<file path="config.mk">
export PLATFORM = sky130hd
export DESIGN_NAME = pss_mem
export DESIGN_NICKNAME = d
export VERILOG_FILES = /design/src/hw/rtl/pss_mem.sv
export SDC_FILE = /design/constraint.sdc
export NUM_CORES = 1
export LEC_CHECK = 0
export ABC_AREA = 1
export BUFFER_PORTS_ARGS = -buffer_cell sky130_fd_sc_hd__buf_4
export CAP_MARGIN = 20
export CELL_PAD_IN_SITES_DETAIL_PLACEMENT = 0
export CELL_PAD_IN_SITES_GLOBAL_PLACEMENT = 2
export CORE_MARGIN = 2
export CORE_UTILIZATION = 25
export CTS_BUF_LIST = sky130_fd_sc_hd__clkbuf_2 sky130_fd_sc_hd__clkbuf_4 sky130_fd_sc_hd__clkbuf_8
export CTS_CLUSTER_SIZE = 30
export DETAILED_ROUTE_END_ITERATION = 8
export PLACE_DENSITY_LB_ADDON = 0.08
export REMOVE_ABC_BUFFERS = 1
export SLEW_MARGIN = 20
export SYNTH_ARGS = -nofsm -noshare
export SYNTH_HDL_FRONTEND = slang
export SYNTH_SLANG_ARGS = --single-unit
</file>
<file path="constraint.sdc">
create_clock -name clk -period 2.75 [get_ports clk]
set_clock_uncertainty 0.05 [all_clocks]
set_input_delay 0.275 -clock clk [delete_from_list [all_inputs] [get_ports clk]]
set_output_delay 0.275 -clock clk [all_outputs]
set_load 0.02 [all_outputs]
</file>
<file path="src/hw/rtl/pss_mem.sv">
// simple dual port ram, one write port and one registered read port
module pss_mem #(
	parameter int WIDTH = 8,
	parameter int DEPTH = 64,
	parameter int AW    = 6
) (
	input  logic             clk,
	input  logic             we,
	input  logic [AW-1:0]    waddr,
	input  logic [WIDTH-1:0] wdata,
	input  logic [AW-1:0]    raddr,
	output logic [WIDTH-1:0] rdata
);
	logic [WIDTH-1:0] mem [DEPTH];

	// write port
	always_ff @(posedge clk) begin
		if (we) begin
			mem[waddr] <= wdata;
		end
	end

	// registered read port
	always_ff @(posedge clk) begin
		rdata <= mem[raddr];
	end
endmodule

</file>
* Yosys cells after proc, flatten, opt, wreduce, memory -nomap -nowiden
Memory sizes are Yosys's and may differ from the RTL's. A register that Yosys moved wholly into a read port is not among the register bits. Index checks and enable logic that the tools add are counted.
Word-level totals: memories 1, input bits 22, register bits 0, logic and storage cells 3, bits in writable memories 512
Operators by class: muxes and demuxes 2
Memories:
- mem | words 64, width 8, read ports 1, clocked after Yosys merged registers in 1, wr ports 1, line 14 | logic [WIDTH-1:0] mem [DEPTH];
Operator list (number):
- 2-to-1 mux 1 bit | 2

* Depth between registers and ports, before layout
Gate-level depths: netlist of run 1.
depth in word-level cells 2, gate-level depth with buffers 12, gate-level depth less buffers 9

* Worst setup path after synthesis of run 1
OpenSTA, ideal clock, no wires.
path type input-to-reg, start in we, end mem mem[48][0], enable pin, data arrival time 1.646 ns, data required time 2.305 ns, stages on the path 3, slack 0.659 ns, buffers on the path 1, setup time 0.395 ns, cell sequence clkbuf_1 -> nand4_1 -> nor4_1
On the way: word-level cells in the longest chain between the ends 2
RTL lines:
- from (decl) | line 8 | input logic we,
- 2-to-1 mux 1 bit | line 18 | if (we) begin
- 2-to-1 mux 1 bit (implied by the code) | line 19 | mem[waddr] <= wdata;
- to (decl) | line 14
No other way between the ends.

==> results of run 1 <==
[stage by stage]
stage,power [mW],hold slack [ns],setup WS [ns]
detailed placement,10.24,0.5856,0.4404
CTS,17.67,0.005807,0.9002
global route,18.06,0.03979,0.8096
floorplan,9.417,0.3239,-0.09190
global placement,10.25,0.5884,0.4229
finish,17.33,0.05486,0.8673
[critical path: stages]
cell           delay, ns
dlygate4sd3_1       0.54
buf_4               0.23
inv_1               0.67
nand3_1             0.29
nand3_1             0.28
nand2_1             0.08
[cells in the mapped netlist]
cell,instances
inv_1,10
nand2_1,648
edfxtp_1,512
dfxtp_1,8
inv_2,1
inv_6,1
clkbuf_1,15
nor2_1,56
nor4_1,8
buf_6,35
buf_8,2
nand4_1,9
buf_2,37
buf_1,10
buf_4,14
nand3_1,439
[flip-flops by register name, summed over array words and instances (netlist names)]
| register | cells |
|---|---|
| mem | 512 |
| rdata | 8 |
[area by class of cell]
class	count	area share [%]
flip-flops and latches	520	61.57
multi-input cells	1160	19.80
clock buffers	129	6.343
well taps	1144	5.673
repair buffers	151	5.281
clock inverters	51	1.091
inverters	12	0.2182
diodes	2	0.01984
[kinds of logic (layout without fill, tap and decap cells)]
| family | after synthesis | in the layout | share of synthesized area, % |
|---|---|---|---|
| buf+inv | 125 | 343 | 4.022 |
| flops | 520 | 520 | 72.80 |
| other cells | 0 | 2 | 0 |
| simple gates | 1160 | 1160 | 23.18 |
[per-layer routing]
metal	track usage (%)	wire length, um	vias up
met4	4.607	1545	0
met2	27.94	34950	216
met1	23.64	35190	7036
li1	-	-	6662
met5	0	0	-
met3	2.331	2280	105
[where the power goes]
part / internal (mW) / switching (mW)
Combinational: 0.313 / 0.908
Sequential: 8.78 / 0.0323
Clock: 3.88 / 3.42
Total: 13.0 / 4.36
[worst max-delay path by stage]
stage / start / end / slack (ns) / depth (start not counted)
after floorplan: raddr[1] / rdata[7]$_DFF_P_ / -0.09 / 8
after global placement: raddr[0] / rdata[6]$_DFF_P_ / 0.42 / 11
after detailed placement: raddr[0] / rdata[6]$_DFF_P_ / 0.44 / 11
after CTS: raddr[4] / rdata[7]$_DFF_P_ / 0.90 / 6
after global routing: raddr[4] / rdata[0]$_DFF_P_ / 0.81 / 6
final: raddr[4] / rdata[7]$_DFF_P_ / 0.87 / 6
==> impl_metrics.py, run 1 <==
metrics = {
    "timing": {
        "slew_violations": 0,
        "fmaxAchievable_mhz": 531.2,
        "min_period_over_period_pct": 68.46,
        "period_needed_ns": 1.883,
        "worstMarginPinSlew_ns": 0.9416,
        "rsz0062_at_grt": "false",
        "slew_headroom_pct": 37.23,
        "tns_ns": 0,
        "hold_viol": 0,
        "setup_viol": 0,
    },
    "clocking": {
        "post_cts_buffers": 0,
        "cts_root_buffer": "clkbuf_8",
        "clk_path_buf_depth": 3,
        "cts_hold_buf": 5,
        "cts_tree": "built",
        "clock_sinks": 520,
        "htreeDepth": 3,
        "cts_buffers": 100,
        "clkSlewWorstSetupHoldPaths_ns": 0.05,
        "cts-resized-gates": 0,
        "clk-insertion-delay-late_ns": 0.70,
    },
    "final_layout": {
        "stdcell_area_mm2": 0.02523,
        "fin_util_pct": 29.73,
        "layout-drive-gt1-share_pct": 15.03,
        "seq_area_mm2": 0.01553,
        "mostFrequentLayoutCell": "nand2_1",
        "post_layout_nonfiller_instances": 3169,
        "area_delta_synth_final_pct": 18.23,
        "fillers": 8859,
        "final_cell_mix": "648 x nand2_1, 512 x edfxtp_1, 439 x nand3_1",
        "nNetsFinal": 1967,
        "multi_input_area_mm2": 0.004996,
    },
    "logic_synthesis": {
        "yosysSeqAreaShare_pct": 72.80,
        "ys_types": 16,
        "postSynthAreaPerCell_um2": 11.82,
        "synth_top_area_share_pct": 72.05,
        "synth_area_leaders": "edfxtp_1 72%, nand2_1 11%, nand3_1 10%",
        "netlist_area_mm2": 0.02134,
        "ys_ff_latch": 520,
        "ys_warn_count": 0,
        "netlist.top_cell.by_area": "edfxtp_1",
        "syn_inst": 1805,
    },
    "die": {
        "num_io_pins": 30,
        "dieArea_mm2": 0.08771,
        "rows": 107,
        "die-height_um": 296.2,
        "fp.dieW_um": 296.2,
        "start_util_pct": 25.14,
        "core_area_mm2": 0.08488,
    },
    "power_and_ir_drop": {
        "p_leak_nw": 9.062,
        "peakVddDrop_mv": 0.3328,
        "power_density_mw_per_mm2": 687.0,
    },
    "routing": {
        "drt_first_pass_iters": 5,
        "wire_per_inst_um": 23.34,
        "post-route-drc-count": 0,
        "antenna_left": 0,
        "vias_per_cell": 4.424,
        "vias": 14020,
        "drtIter0Drc": 873,
        "routed_wl_um": 73970,
    },
    "worst_hold_path": {
        "min_from": "wdata[2]",
        "hold_depth": 1,
        "hold-path-endpoint": "mem[18][2]$_DFFE_PP_",
        "min_path_type": "primary input to flip-flop",
    },
    "status": {
        "status": "completed",
    },
    "setup_path": {
        "reg2reg_setup_slack_ns": 1.22,
        "cp.arrival_ns": 2.39,
        "reg2reg_to": "rdata[7]$_DFF_P_",
        "reg2regPathDepth": 8,
        "required_ns": 3.26,
        "crit_fanout": 17,
        "critPathLaunchType": "primary input",
        "cp-end-kind": "flip-flop",
        "reg2reg_from": "mem[39][7]$_DFFE_PP_",
        "worstSetupPathType": "primary input to flip-flop",
    },
    "grt": {
        "antenna_found_initial": 2,
        "grt_pass1_vias": 14350,
        "overflow": 0,
        "grt.total_usage_pct": 17.06,
        "grt_max_degree": 65,
        "grt_pass1_wl_um": 106300,
    },
    "placement": {
        "place_inst": 2982,
        "dpl-instance-area_mm2": 0.02330,
        "port_buffers": 29,
        "gp_congestion": 0.7254,
        "dp_hpwl_um": 44210,
    },
    "flow_run": {
        "drv_cap": 0,
    },
}
Note: power is estimated with default switching activity, not from simulation.
==> run 2: changes to the inputs <==
==> constraint.sdc (replaced) <==
create_clock -name clk -period 1.6 [get_ports clk]
set_clock_uncertainty 0.05 [all_clocks]
set_input_delay 0.16 -clock clk [delete_from_list [all_inputs] [get_ports clk]]
set_output_delay 0.16 -clock clk [all_outputs]
set_load 0.02 [all_outputs]
==> impl_metrics.py, run 2 (synthesized netlist as in run 1, its figures left out) <==
metrics = {
    "power_and_ir_drop": {
        "power.total_mw": 30.80,
        "power_density_mw_per_mm2": 1160,
        "p_leak_nw": 9.773,
        "peakVddDrop_mv": 0.7618,
    },
    "setup_path": {
        "crit_path_top_delay_cell": "dfxtp_1",
        "reg2reg_to": "rdata[1]$_DFF_P_",
        "cp_top_family": "flip-flops",
        "reg2reg_from": "mem[17][1]$_DFFE_PP_",
        "slowest_delay_ns": 0.45,
        "reg2reg_setup_slack_ns": 0.13,
        "path_cells": "buf_4",
        "worstSetupPathType": "flip-flop to output pin",
        "required_ns": 1.39,
        "cp-end-kind": "output pin",
        "cp.depth": 1,
        "cp.arrival_ns": 1.33,
        "critPathLaunchType": "flip-flop",
        "crit_fanout": 1,
        "reg2regPathDepth": 8,
        "path_buf_inv": 1,
    },
    "die": {
        "start_util_pct": 25.14,
        "dieArea_mm2": 0.08771,
        "rows": 107,
        "core_area_mm2": 0.08488,
        "die-height_um": 296.2,
        "num_io_pins": 30,
        "fp.dieW_um": 296.2,
    },
    "timing": {
        "fmaxAchievable_mhz": 650.3,
        "setup_viol": 0,
        "hold_viol": 0,
        "rsz0062_at_grt": "false",
        "slew_headroom_pct": 70.97,
        "period_needed_ns": 1.538,
        "slew_violations": 0,
        "min_period_over_period_pct": 96.10,
        "worstMarginPinSlew_ns": 0.4350,
    },
    "worst_hold_path": {
        "min_path_type": "primary input to flip-flop",
        "hold-path-endpoint": "rdata[6]$_DFF_P_",
        "min_from": "raddr[2]",
        "hold_depth": 8,
    },
    "placement": {
        "dpl-instance-area_mm2": 0.02440,
        "port_buffers": 29,
        "dp_hpwl_um": 47040,
        "gp_congestion": 0.7499,
    },
    "routing": {
        "antenna_left": 0,
        "drtIter0Drc": 781,
        "vias_per_cell": 4.353,
        "drt_first_pass_iters": 5,
        "vias": 14260,
        "routed_wl_um": 73340,
        "wire_per_inst_um": 22.39,
        "post-route-drc-count": 0,
    },
    "flow_run": {
        "drv_cap": 0,
    },
    "grt": {
        "overflow": 0,
        "grt_pass1_wl_um": 106800,
        "antenna_found_initial": 1,
        "grt_pass1_vias": 14940,
        "grt.total_usage_pct": 17.01,
        "grt_max_degree": 65,
    },
    "final_layout": {
        "nNetsFinal": 2072,
        "reg_top3": "mem: 512 flops, rdata: 8 flops",
        "layout-drive-gt1-share_pct": 19.52,
        "area_delta_synth_final_pct": 24.39,
        "mostFrequentLayoutCell": "nand2_1",
        "largest_reg_flops": 512,
        "largest-register": "mem",
        "fillers": 8730,
        "seq_area_mm2": 0.01554,
        "stdcell_area_mm2": 0.02654,
        "fin_util_pct": 31.27,
        "multi_input_area_mm2": 0.004996,
        "final_cell_mix": "648 x nand2_1, 512 x edfxtp_1, 439 x nand3_1",
    },
    "clocking": {
        "clock_sinks": 520,
        "htreeDepth": 3,
        "clk-insertion-delay-late_ns": 0.71,
        "cts_buffers": 99,
        "cts_root_buffer": "clkbuf_8",
        "clkSlewWorstSetupHoldPaths_ns": 0.06,
        "clk_path_buf_depth": 3,
        "cts_tree": "built",
    },
    "status": {
        "status": "completed",
    },
}
==> run 2: cell type report <==
cell class | instances | share of cell area [%]
Timing Repair Buffer | 257 | 9.517
Clock buffer | 141 | 6.510
Multi-Input combinational cell | 1160 | 18.82
Inverter | 12 | 0.2074
Antenna cell | 1 | 0.009427
Tap cell | 1144 | 5.392
Sequential cell | 520 | 58.54
Clock inverter | 41 | 1.004
==> run 2: power by group <==
part	total, mW	switching (mW)	leakage, nW	internal [mW]
sequential	15.2	0.0641	4.67	15.1
combinational	2.39	1.60	4.05	0.791
clock	13.3	5.85	1.05	7.41
==> run 2: through the flow <==
stage | setup slack (ns) | instances | hold slack [ns] | setup TNS [ns]
after detailed placement | -0.2894 | 3079 | 0.4718 | -1.773
after global routing | 0.01774 | 3276 | 0.1315 | 0
after floorplan | -1.127 | 1692 | 0.2089 | -20.27
final | 0.06234 | 3276 | 0.1278 | 0
after global placement | -0.3115 | 3079 | 0.4758 | -1.763
after CTS | 0.007131 | 3275 | 0.07732 | 0
==> run 2: worst max path at each step <==
stage	from	end	slack [ns]
2_1_floorplan	raddr[1]	rdata[7]$_DFF_P_	-1.13
3_3_place_gp	raddr[0]	rdata[0]$_DFF_P_	-0.31
3_5_place_dp	raddr[1]	rdata[4]$_DFF_P_	-0.29
4_1_cts	rdata[6]$_DFF_P_	rdata[6]	0.007
5_1_grt	rdata[6]$_DFF_P_	rdata[6]	0.02
6_report	rdata[7]$_DFF_P_	rdata[7]	0.06
==> run 2: repair_timing <==
| action | in CTS | in global routing |
|---|---|---|
| gates resized for setup | 3 | 0 |
| setup buffers | 0 | 0 |
| hold endpoints to repair | 461 | 0 |
| hold buffers | 14 | 0 |
| endpoints found under the setup margin | 3 | 0 |
==> run 2: routing by layer <==
layer  track usage, %  wire, um  vias up
li1                 -         -     6872
met1            22.82     34310     7073
met2            28.50     35500      215
met3            2.383      1943      102
met4            5.075      1581        0
met5                0         0        -
==> run 3: changes to the inputs <==
--- a/config.mk
+++ b/config.mk
@@ -6,15 +6,14 @@
 export NUM_CORES = 1
 export LEC_CHECK = 0
 export ABC_AREA = 1
-export BUFFER_PORTS_ARGS = -buffer_cell sky130_fd_sc_hd__buf_4
 export CAP_MARGIN = 20
 export CELL_PAD_IN_SITES_DETAIL_PLACEMENT = 0
 export CELL_PAD_IN_SITES_GLOBAL_PLACEMENT = 2
-export CORE_MARGIN = 2
 export CORE_UTILIZATION = 25
 export CTS_BUF_LIST = sky130_fd_sc_hd__clkbuf_2 sky130_fd_sc_hd__clkbuf_4 sky130_fd_sc_hd__clkbuf_8
 export CTS_CLUSTER_SIZE = 30
 export DETAILED_ROUTE_END_ITERATION = 8
+export DONT_BUFFER_PORTS = 1
 export PLACE_DENSITY_LB_ADDON = 0.08
 export REMOVE_ABC_BUFFERS = 1
 export SLEW_MARGIN = 20
==> impl_metrics.py, run 3 (synthesized netlist as in run 1, its figures left out) <==
metrics = {
    "status": {
        "status": "finished with violations",
        "failed_checks": "negative hold slack",
    },
    "final_layout": {
        "layout-drive-gt1-share_pct": 14.92,
        "post_layout_nonfiller_instances": 3161,
        "nNetsFinal": 1967,
        "fin_util_pct": 30.34,
        "mostFrequentLayoutCell": "nand2_1",
        "reg_top3": "mem: 512 flops, rdata: 8 flops",
        "area_delta_synth_final_pct": 19.57,
        "final_cell_mix": "648 x nand2_1, 512 x edfxtp_1, 436 x nand3_1",
        "largest-register": "mem",
        "largest_reg_flops": 512,
    },
    "worst_hold_path": {
        "min_path_type": "primary input to flip-flop",
    },
    "power_and_ir_drop": {
        "comb_power_share_pct": 6.0,
        "peakVddDrop_mv": 0.4723,
        "switching_share_pct": 23.89,
        "power_density_mw_per_mm2": 1170,
        "clock_power_share_pct": 43.1,
        "p_leak_nw": 9.216,
        "p_int_mw": 22.72,
        "net-switching-power_mw": 7.133,
        "power.total_mw": 29.85,
        "p_seq_share_pct": 50.9,
    },
    "routing": {
        "top_layer": "met4",
        "m1WireLength_um": 33740,
        "post-route-drc-count": 0,
        "drtIter0Drc": 768,
        "wl_met2_um": 33580,
        "met3_length_um": 2293,
        "vias_per_cell": 4.414,
        "antenna_left": 0,
        "drt_first_pass_iters": 5,
        "routed_wl_um": 71320,
        "wire_per_inst_um": 22.56,
        "vias": 13950,
    },
    "grt": {
        "antenna_found_initial": 2,
        "grt_pass1_vias": 14150,
        "grt_max_degree": 258,
        "overflow": 0,
        "grt.total_usage_pct": 16.56,
        "grt_pass1_wl_um": 102800,
    },
    "die": {
        "num_io_pins": 30,
        "rows": 106,
        "die-height_um": 294.2,
        "fp.dieW_um": 294.2,
        "core_area_mm2": 0.08409,
        "dieArea_mm2": 0.08653,
        "start_util_pct": 25.38,
    },
    "timing": {
        "slew_violations": 0,
        "setup_viol": 0,
        "holdWs_ns": -0.3288,
        "tns_ns": 0,
        "min_period_over_period_pct": 98.12,
        "period_needed_ns": 1.570,
        "rsz0062_at_grt": "false",
        "hold_viol": 8,
        "fmaxAchievable_mhz": 637.0,
        "worstMarginPinSlew_ns": 0.5384,
        "slew_headroom_pct": 63.99,
    },
    "setup_path": {
        "crit_fanout": 7,
        "critPathLaunchType": "primary input",
        "worstSetupPathType": "primary input to flip-flop",
        "slowest_delay_ns": 0.67,
        "required_ns": 1.96,
        "cp_common_cell": "dlygate4sd3_1",
        "cp-end-kind": "flip-flop",
        "path_cells": "dlygate4sd3_1, nand4_1, buf_4, nor2_1, dlygate4sd3_1",
        "cp.arrival_ns": 1.93,
        "crit_path_top_delay_cell": "dlygate4sd3_1",
    },
    "placement": {
        "port_buffers": 0,
        "dp_hpwl_um": 39280,
        "gp_congestion": 0.7080,
        "place_inst": 2951,
    },
    "clocking": {
        "clock_sinks": 520,
        "cts_tree": "built",
        "htreeDepth": 3,
        "clk-insertion-delay-late_ns": 0.69,
        "clkSlewWorstSetupHoldPaths_ns": 0.06,
        "clk_path_buf_depth": 3,
        "cts_buffers": 98,
        "cts_root_buffer": "clkbuf_8",
    },
    "flow_run": {
        "drv_cap": 0,
    },
}
## run 3: changes by cell type in the layout (fill, tap and decap cells not counted), sizes merged
cell / previous run / this run
buf: 243 / 134
bufinv: 3 / 1
clkbuf: 141 / 144
clkinv: 33 / 32
clkinvlp: 3 / 1
diode: 1 / 3
dlygate4sd3: 14 / 17
dlymetal6s4s: 0 / 2
inv: 14 / 13
## run 3: metal layers
metal,track usage [%],vias up
met5,0,-
met4,4.637,0
met3,2.938,119
met2,27.00,213
met1,22.47,6955
li1,-,6665
## run 3: repair_timing
action                                  4_1_cts  5_1_grt
resized for setup                             2        7
endpoints found under the hold margin       597       17
setup buffers                                 0        0
hold buffers                                 26        3
pin swaps                                     0        0
endpoints found under the setup margin        2       36
## run 3: cell type report
cell class,instances,area (um^2)
inverter,12,55.05
fill,8703,58570
sequential,520,15540
clock buffer,144,1732
multi-input combinational,1160,4967
timing repair buffer,153,1615
tap,1134,1419
clock inverter,35,180.2
antenna,3,7.507
## run 3: final timing paths
kind	endpoint	cells past startpoint	slack (ns)	from
setup reg to reg	rdata[2]$_DFF_P_	8	0.12	mem[39][2]$_DFFE_PP_
hold reg to reg	rdata[3]$_DFF_P_	8	0.78	mem[38][3]$_DFFE_PP_
setup / recovery	mem[63][6]$_DFFE_PP_	5	0.03	waddr[0]
hold / removal	rdata[1]$_DFF_P_	3	-0.33	raddr[4]
## run 3: worst max-delay path: cells and delay by family
family                 cells  cell delay [ns]
buffers and inverters      3             1.48
and+or+nand+nor            2             0.28
## run 3: power by group through the flow
stage	Combinational (mW)	Clock, mW	Sequential (mW)
detailed placement	1.44	0	15.5
CTS	1.86	13.3	15.2
global placement	1.45	0	15.5
global route	2.01	13.9	15.2
floorplan	0.761	0	15.4
finish	1.80	12.9	15.2
## run 3: through the flow
stage / cell area [um^2] / setup slack [ns]
2_1_floorplan: 20530 / -1.127
3_3_place_gp: 23140 / -0.3190
3_5_place_dp: 23140 / -0.3578
4_1_cts: 25460 / 0.006028
5_1_grt: 25510 / 0.01364
6_report: 25510 / 0.03011
